File: config.mk
export PLATFORM = sky130hd
export DESIGN_NAME = undecimated_db4_wavelet_cascade
export DESIGN_NICKNAME = d
export VERILOG_FILES = /design/src/hw/rtl/udwc_pkg.sv /design/src/hw/rtl/undecimated_db4_wavelet_cascade.sv
export SDC_FILE = /design/constraint.sdc
export NUM_CORES = 2
export LEC_CHECK = 0
export BUFFER_PORTS_ARGS = -buffer_cell sky130_fd_sc_hd__clkbuf_2
export CORE_MARGIN = 2
export CORE_UTILIZATION = 50
export DETAILED_ROUTE_END_ITERATION = 10
export PLACE_DENSITY_LB_ADDON = 0.25
export SLEW_MARGIN = 5
export SYNTH_ARGS = -nofsm -noshare
export SYNTH_HDL_FRONTEND = slang
export SYNTH_SLANG_ARGS = --single-unit
File: constraint.sdc
create_clock -name clk -period 34.1 [get_ports clk]
set_clock_uncertainty 0.05 [all_clocks]
set_input_delay 1.705 -clock clk [delete_from_list [all_inputs] [get_ports clk]]
set_output_delay 1.705 -clock clk [all_outputs]
set_load 0.01 [all_outputs]
File: src/hw/rtl/udwc_pkg.sv
package udwc_pkg;

    localparam int MAX_LEVELS_DEF = 8;
    localparam int DATA_WIDTH_DEF = 24;
    localparam int TAPS           = 4;
    localparam int HIST_DEPTH     = TAPS - 1;
    localparam int SAMPLE_W       = 16;
    localparam int LEVEL_W        = 4;
    localparam int COEF_W         = 16;
    localparam int FRAC_BITS      = 15;
    localparam int MAC_STEPS      = 2 * TAPS;
    localparam int STEP_W         = 4;

    localparam logic [LEVEL_W-1:0] LEVEL_RESET = 4'd3;

    // Q1.15 D4 taps: steps 0..3 low-pass, steps 4..7 high-pass
    function automatic logic signed [COEF_W-1:0] coef(input logic [2:0] step);
        logic signed [COEF_W-1:0] c;
        case (step)
            3'd0:    c = 16'sd15826;
            3'd1:    c = 16'sd27411;
            3'd2:    c = 16'sd7345;
            3'd3:    c = -16'sd4240;
            3'd4:    c = -16'sd4240;
            3'd5:    c = -16'sd7345;
            3'd6:    c = 16'sd27411;
            default: c = -16'sd15826;
        endcase
        return c;
    endfunction

endpackage

File: src/hw/rtl/undecimated_db4_wavelet_cascade.sv
// Undecimated Daubechies-4 wavelet cascade over complex samples.
//
// Input stream (s_axis_*): one complex sample per word, tuser marks the first
// sample of a new signal and clears every stage history before it is used.
// Output stream (m_axis_*): for each sample, one detail word per active level
// in level order, then the final approximation word with tlast high.
// cfg_we/cfg_wdata set the level count (reset 3, clamped to MAX_LEVELS).
//
// Each level runs on one shared complex multiply-accumulate unit: a history
// row read, then the eight taps (low-pass and high-pass) with a product
// register in between, then round/saturate and history write-back, then the
// hand-off of the detail word to the output register. s_axis_tready is high
// only between samples.
// The history is one row per level in a small RAM; per-row valid bits make
// an unwritten or cleared row read as zero, so reset needs no clearing pass.
// When the receiver stalls, the sequencer holds at the next result until the
// output register frees up; a new sample can be taken while the last
// approximation word still waits.
module undecimated_db4_wavelet_cascade #(
    parameter int MAX_LEVELS = udwc_pkg::MAX_LEVELS_DEF,
    parameter int DATA_WIDTH = udwc_pkg::DATA_WIDTH_DEF
) (
    input  logic clk,
    input  logic rst_n,

    input  logic        s_axis_tvalid,
    output logic        s_axis_tready,
    input  logic [31:0] s_axis_tdata,  // sample_re[15:0], sample_im[31:16]
    input  logic        s_axis_tuser,  // first_sample

    output logic                 m_axis_tvalid,
    input  logic                 m_axis_tready,
    // level_index, value_re, value_im, zero pad
    output logic [((udwc_pkg::LEVEL_W + 2*DATA_WIDTH + 7) / 8) * 8 - 1:0] m_axis_tdata,
    output logic                 m_axis_tuser,  // is_approx
    output logic                 m_axis_tlast,  // last_of_run

    input  logic                          cfg_we,
    input  logic [udwc_pkg::LEVEL_W-1:0]  cfg_wdata
);

    localparam int DW     = DATA_WIDTH;
    localparam int LW     = udwc_pkg::LEVEL_W;
    localparam int OUT_W  = ((LW + 2*DW + 7) / 8) * 8;
    localparam int PAD_W  = OUT_W - LW - 2*DW;
    localparam int PROD_W = DW + udwc_pkg::COEF_W;
    localparam int ACC_W  = PROD_W + 2;
    localparam int SH_W   = ACC_W + 1 - udwc_pkg::FRAC_BITS;
    localparam int ROW_W  = udwc_pkg::HIST_DEPTH * 2 * DW;
    localparam int IDX_W  = (MAX_LEVELS > 1) ? $clog2(MAX_LEVELS) : 1;
    localparam int SW     = udwc_pkg::SAMPLE_W;
    localparam int STW    = udwc_pkg::STEP_W;

    localparam logic [LW-1:0]  MAX_LVL   = LW'(MAX_LEVELS);
    localparam logic [STW-1:0] LAST_STEP = STW'(udwc_pkg::MAC_STEPS);

    localparam logic [2:0] ST_IDLE   = 3'd0;
    localparam logic [2:0] ST_READ   = 3'd1;
    localparam logic [2:0] ST_MAC    = 3'd2;
    localparam logic [2:0] ST_FIN    = 3'd3;
    localparam logic [2:0] ST_EMIT   = 3'd4;
    localparam logic [2:0] ST_APPROX = 3'd5;

    logic [2:0]            state_reg, state_next;
    logic [LW-1:0]         level_count_reg;
    logic [LW-1:0]         levels_reg;
    logic [LW-1:0]         stage_reg;
    logic [STW-1:0]        step_reg;
    logic [MAX_LEVELS-1:0] row_valid_reg;

    logic signed [DW-1:0]     cur_re_reg, cur_im_reg;
    logic signed [DW-1:0]     det_re_reg, det_im_reg;
    logic signed [PROD_W-1:0] prod_re_reg, prod_im_reg;
    logic signed [ACC_W-1:0]  acc_lo_re_reg, acc_lo_im_reg, acc_hi_re_reg, acc_hi_im_reg;

    logic [ROW_W-1:0] hist_mem [MAX_LEVELS];
    logic [ROW_W-1:0] rd_row_reg;
    logic             rd_valid_reg;

    logic             out_valid_reg;
    logic [LW-1:0]    out_level_reg;
    logic             out_approx_reg;
    logic             out_last_reg;
    logic [DW-1:0]    out_re_reg, out_im_reg;

    logic                     in_fire;
    logic                     out_free;
    logic [IDX_W-1:0]         idx;
    logic [ROW_W-1:0]         hist_row;
    logic signed [DW-1:0]     tap_re, tap_im;
    logic signed [udwc_pkg::COEF_W-1:0] coef_w;
    logic signed [PROD_W-1:0] mul_re, mul_im;
    logic signed [ACC_W-1:0]  prod_re_ext, prod_im_ext;
    logic [2:0]               pidx;
    logic [LW-1:0]            levels_clamped;
    logic signed [DW-1:0]     lo_re, lo_im, hi_re, hi_im;
    logic signed [SW-1:0]     in_re, in_im;

    // Round half up, drop the fraction, saturate to DW bits
    function automatic logic signed [DW-1:0] round_sat(input logic signed [ACC_W-1:0] a);
        logic signed [ACC_W:0] sum;
        logic [SH_W-1:0]       sh;
        logic [SH_W-DW:0]      top;
        logic signed [DW-1:0]  r;
        sum = {a[ACC_W-1], a} + (ACC_W+1)'(1 << (udwc_pkg::FRAC_BITS - 1));
        sh  = sum[ACC_W:udwc_pkg::FRAC_BITS];
        top = sh[SH_W-1:DW-1];
        if ((&top) || !(|top))
            r = sh[DW-1:0];
        else if (sh[SH_W-1])
            r = {1'b1, {(DW-1){1'b0}}};
        else
            r = {1'b0, {(DW-1){1'b1}}};
        return r;
    endfunction

    assign in_fire  = s_axis_tvalid && s_axis_tready;
    assign out_free = !out_valid_reg || m_axis_tready;
    assign idx      = stage_reg[IDX_W-1:0];
    assign hist_row = rd_valid_reg ? rd_row_reg : '0;
    assign in_re    = s_axis_tdata[SW-1:0];
    assign in_im    = s_axis_tdata[2*SW-1:SW];
    assign pidx     = 3'(step_reg - STW'(1));

    assign levels_clamped = (int'(level_count_reg) > MAX_LEVELS) ? MAX_LVL : level_count_reg;

    // Tap 0 is the current stage input, taps 1..3 come from the history row
    always_comb
    begin
        if (step_reg[1:0] == 2'd0)
        begin
            tap_re = cur_re_reg;
            tap_im = cur_im_reg;
        end
        else
        begin
            tap_re = hist_row[(int'(step_reg[1:0]) - 1) * 2 * DW +: DW];
            tap_im = hist_row[(int'(step_reg[1:0]) - 1) * 2 * DW + DW +: DW];
        end
        coef_w = udwc_pkg::coef(step_reg[2:0]);
        mul_re = coef_w * tap_re;
        mul_im = coef_w * tap_im;
        prod_re_ext = {{2{prod_re_reg[PROD_W-1]}}, prod_re_reg};
        prod_im_ext = {{2{prod_im_reg[PROD_W-1]}}, prod_im_reg};
        lo_re = round_sat(acc_lo_re_reg);
        lo_im = round_sat(acc_lo_im_reg);
        hi_re = round_sat(acc_hi_re_reg);
        hi_im = round_sat(acc_hi_im_reg);
    end

    always_comb
    begin
        state_next = state_reg;
        unique case (state_reg)
            ST_IDLE:
            begin
                if (in_fire)
                    state_next = (levels_clamped == '0) ? ST_APPROX : ST_READ;
            end
            ST_READ:   state_next = ST_MAC;
            ST_MAC:
            begin
                if (step_reg == LAST_STEP)
                    state_next = ST_FIN;
            end
            ST_FIN:    state_next = ST_EMIT;
            ST_EMIT:
            begin
                if (out_free)
                    state_next = (stage_reg + LW'(1) == levels_reg) ? ST_APPROX : ST_READ;
            end
            ST_APPROX:
            begin
                if (out_free)
                    state_next = ST_IDLE;
            end
            default:   state_next = ST_IDLE;
        endcase
    end

    always_ff @(posedge clk or negedge rst_n)
    begin
        if (!rst_n)
        begin
            state_reg       <= ST_IDLE;
            level_count_reg <= udwc_pkg::LEVEL_RESET;
            levels_reg      <= '0;
            stage_reg       <= '0;
            step_reg        <= '0;
            row_valid_reg   <= '0;
            out_valid_reg   <= 1'b0;
        end
        else
        begin
            state_reg <= state_next;
            if (cfg_we)
                level_count_reg <= cfg_wdata;
            if (out_free && (state_reg == ST_EMIT || state_reg == ST_APPROX))
                out_valid_reg <= 1'b1;
            else if (m_axis_tready)
                out_valid_reg <= 1'b0;
            unique case (state_reg)
                ST_IDLE:
                begin
                    if (in_fire)
                    begin
                        levels_reg <= levels_clamped;
                        stage_reg  <= '0;
                        if (s_axis_tuser)
                            row_valid_reg <= '0;
                    end
                end
                ST_READ:   step_reg <= '0;
                ST_MAC:    step_reg <= step_reg + STW'(1);
                ST_FIN:    row_valid_reg[idx] <= 1'b1;
                ST_EMIT:
                begin
                    if (out_free)
                        stage_reg <= stage_reg + LW'(1);
                end
                default:   step_reg <= '0;
            endcase
        end
    end

    // History RAM: one row of three complex words per level
    always_ff @(posedge clk)
    begin
        if (state_reg == ST_FIN)
            hist_mem[idx] <= {hist_row[ROW_W-2*DW-1:0], cur_im_reg, cur_re_reg};
        rd_row_reg <= hist_mem[idx];
    end

    always_ff @(posedge clk)
    begin
        if (state_reg == ST_READ)
            rd_valid_reg <= row_valid_reg[idx];

        if (in_fire)
        begin
            cur_re_reg <= {{(DW-SW){in_re[SW-1]}}, in_re};
            cur_im_reg <= {{(DW-SW){in_im[SW-1]}}, in_im};
        end

        if (state_reg == ST_MAC)
        begin
            if (step_reg < LAST_STEP)
            begin
                prod_re_reg <= mul_re;
                prod_im_reg <= mul_im;
            end
            // accumulate the product of the previous step
            if (step_reg != '0)
            begin
                if (!pidx[2])
                begin
                    acc_lo_re_reg <= (pidx[1:0] == 2'd0) ? prod_re_ext : acc_lo_re_reg + prod_re_ext;
                    acc_lo_im_reg <= (pidx[1:0] == 2'd0) ? prod_im_ext : acc_lo_im_reg + prod_im_ext;
                end
                else
                begin
                    acc_hi_re_reg <= (pidx[1:0] == 2'd0) ? prod_re_ext : acc_hi_re_reg + prod_re_ext;
                    acc_hi_im_reg <= (pidx[1:0] == 2'd0) ? prod_im_ext : acc_hi_im_reg + prod_im_ext;
                end
            end
        end

        // approximation feeds the next level
        if (state_reg == ST_FIN)
        begin
            cur_re_reg <= lo_re;
            cur_im_reg <= lo_im;
            det_re_reg <= hi_re;
            det_im_reg <= hi_im;
        end

        if (state_reg == ST_EMIT && out_free)
        begin
            out_level_reg  <= stage_reg;
            out_approx_reg <= 1'b0;
            out_last_reg   <= 1'b0;
            out_re_reg     <= det_re_reg;
            out_im_reg     <= det_im_reg;
        end
        else if (state_reg == ST_APPROX && out_free)
        begin
            out_level_reg  <= levels_reg;
            out_approx_reg <= 1'b1;
            out_last_reg   <= 1'b1;
            out_re_reg     <= cur_re_reg;
            out_im_reg     <= cur_im_reg;
        end
    end

    assign s_axis_tready = (state_reg == ST_IDLE);
    assign m_axis_tvalid = out_valid_reg;
    assign m_axis_tdata  = {{PAD_W{1'b0}}, out_im_reg, out_re_reg, out_level_reg};
    assign m_axis_tuser  = out_approx_reg;
    assign m_axis_tlast  = out_last_reg;

    a_busy_after_accept: assert property (@(posedge clk) disable iff (!rst_n)
        in_fire |=> !s_axis_tready)
        else $error("block took a word while a sample is in work");

    a_last_is_approx: assert property (@(posedge clk) disable iff (!rst_n)
        m_axis_tvalid |-> (m_axis_tuser == m_axis_tlast))
        else $error("tlast and approximation flag disagree");

    a_step_bound: assert property (@(posedge clk) disable iff (!rst_n)
        (state_reg == ST_MAC) |-> (step_reg <= LAST_STEP))
        else $error("tap counter ran past the last tap");

    a_stage_bound: assert property (@(posedge clk) disable iff (!rst_n)
        (state_reg == ST_READ) |-> (stage_reg < levels_reg))
        else $error("level counter ran past the active level count");

endmodule
==> flow_summary.toml <==
[setup_path]
cp-startpoint = "step_reg[1]"
critPathKind = "register to register"
reg2reg_depth = 26
cp.required_ns = 34.59
r2r_setup_slack_ns = 23.04
end_kind = "register"
r2r-end = "prod_im_reg[39]"
crit_arrival_ns = 11.55
crit_end = "prod_im_reg[39]"
worstSetupStartpointType = "register"
r2r_start = "step_reg[1]"
crit_fanout = 21

[sta]
rsz0062_at_grt = "no"
hold_viol = 0
finalSetupViolations = 0
setup_ws_ns = 23.04
worst_pin_slew_ns = 1.21
slew_violations = 0
fmax_mhz = 90.4
maxSlewHeadroom = 0.192
min_period_ns = 11.06
period_share = 0.324
setup_tns_ns = 0

[drt]
drc = 0
drt_wl_total_um = 282000
post_drt_via_cell_ratio = 6.01
dr_total_vias = 67200
drt.antenna.violating_nets = 0
wl_per_cell_um = 25.2
first_pass_iters = 6
drt_iter0_markers = 7033

[cts]
cts_sinks = 1722
cts_root_buffer = "clkbuf_16"
post_cts_resized = 0
cts_buffers = 177
htree_levels = 4
cts.path.max_buffers = 3
cts_tree = "done"
clk_pin_slew_ns = 0.06
cts_hold_buf = 0
clock_latency_ns = 0.86
cts_setup_buffers = 0

[status]
outcome = "completed"

[finish]
finish.utilization = 0.551
area_growth_pct = 9.58
largest_reg_flops = 1152
fin_nets = 9541
layout-drive-gt1-share = 0.0739

[floorplanning]
rows = 164
ioPinCount = 102
core_area_mm2 = 0.200
start_util = 0.502
die_y_um = 452
die_width_um = 452
dieArea_mm2 = 0.204

[logic_synthesis]
yosysUniqueCellTypes = 103
ys.flop_type = "edfxtp_1"
synth_top_area_cell = "edfxtp_1"
synth_edf_count = 1549
synth_warnings = 0
synth_area_mm2 = 0.100
ys_ff_latch = 1722
synth_top_area_share = 0.464
async_flop_share = 0.0163
synth_area_per_cell_um2 = 12.0
synthTopCellsByArea = "edfxtp_1 46%, fa_1 15%, ha_1 4.6%"
ys_seq_area_frac = 0.500
synth_cells = 8356

[global_routing]
grt_overflow = 0
antenna_found_initial = 4
grt_pass1_vias = 67800
grt_max_degree = 119
grtUsageTotal = 0.277
grt_pass1_wl_um = 427000

[placed_design]
dpl.hpwl_um = 194000
gp_congestion = 0.948
place_ws_ns = 23.37
port_buffers = 97

[hold_path]
hp-class = "register to register"
worstHoldStart = "hist_mem[3][59]"

[job]
maxCapViolations = 0
-- worst min path at each step --
stage          slack, ns  cells after the start             end
2_1_floorplan       0.39                      2   rd_row_reg[0]
3_3_place_gp        0.40                      2  rd_row_reg[92]
3_5_place_dp        0.41                      2  rd_row_reg[58]
4_1_cts             0.39                      2  rd_row_reg[59]
5_1_grt             0.42                      2   rd_row_reg[9]
6_report            0.39                      2  rd_row_reg[59]
-- metal layers --
metal  vias to the layer above  GRT usage  wire length, µm
li1                      29600          -                -
met1                     34000      0.395           117000
met2                      3166      0.426           127000
met3                       464     0.0616            28800
met4                         0     0.0819             8390
met5                         -          0                0
-- cells by family after synthesis --
logic type	synth area share
simple gates	0.0878
compound gates	0.117
flops	0.500
buf+inv	0.0552
fa+ha+maj	0.196
xor+xnor	0.0277
mux	0.0165
other cells	0.0000374
-- worst max-delay path: stages, from the launching register on --
cell,delay (ns)
dfrtp_1,0.47
inv_1,0.32
ha_4,0.34
inv_1,0.63
nand2_1,0.38
nor3b_2,1.04
a211oi_1,0.52
a21oi_1,0.87
nand2_1,0.25
fa_1,0.59
inv_1,0.06
fa_1,0.48
fa_1,0.61
fa_1,0.47
fa_1,0.49
inv_1,0.05
fa_1,0.48
inv_1,0.04
ha_1,0.39
nand2_1,0.10
a2111oi_1,0.75
o21ai_1,0.25
a31oi_1,0.48
a2111oi_0,0.21
o21bai_1,0.19
a21oi_1,0.10
xnor2_1,0.13
-- final cells by class --
class / count / area, µm²
inverter: 1099 / 4130
timing repair buffer: 203 / 1340
antenna: 2 / 5.00
clock inverter: 98 / 1250
fill: 16500 / 89700
multi-input combinational: 5175 / 44900
clock buffer: 236 / 4860
tap: 2656 / 3320
sequential: 1722 / 50100
-- metrics by stage --
step                instances  hold slack [ns]  cell area [µm²]
finish                  11200            0.388           110000
global route            11200            0.420           110000
CTS                     11200            0.392           110000
detailed placement      10900            0.406           104000
global placement        10900            0.402           104000
floorplan                8359            0.394           100000
-- layout by cell type (no fill, tap or decap), types with 53 or more instances in the layout --
cell,Yosys,final
a22oi_1,611,611
a21o_1,115,115
and2_1,131,125
edfxtp_1,1549,1549
nand4_1,179,179
buf_4,7,101
inv_1,1098,1097
nand3_1,98,98
fa_1,751,751
o21ai_0,324,323
nor2_1,358,348
dfxtp_1,145,145
clkbuf_2,0,97
and3_1,53,53
xor2_1,151,151
a21oi_1,285,284
xnor2_1,166,166
nand2_1,814,812
clkbuf_16,0,177
ha_1,370,367
nand2b_1,54,54
-- Yosys cell counts, types with 9 or more instances --
cell      count
a211o_1      16
a211oi_1     27
a21o_1      115
a21oi_1     285
a22o_1       20
a22oi_1     611
a31oi_1      24
and2_1      131
and3_1       53
and4_1       13
buf_1        28
buf_2        18
clkbuf_1    310
dfrtp_1      26
dfxtp_1     145
edfxtp_1   1549
fa_1        751
ha_1        370
inv_1      1098
mux2_2       21
mux2i_1      38
mux4_2       46
nand2_1     814
nand2b_1     54
nand3_1      98
nand4_1     179
nor2_1      358
nor2b_1      43
nor3_1       36
nor3b_1      14
nor4_1        9
o211ai_1     25
o21a_1       43
o21ai_0     324
o21ai_1      41
o21bai_1     42
o22a_1       18
o22ai_1      20
o31ai_1      21
or2_2        14
or3_1        15
xnor2_1     166
xor2_1      151
Power is left out: the tool's default activity adds up to more than one toggle a clock period on the data nets, which glitch-free logic cannot reach.
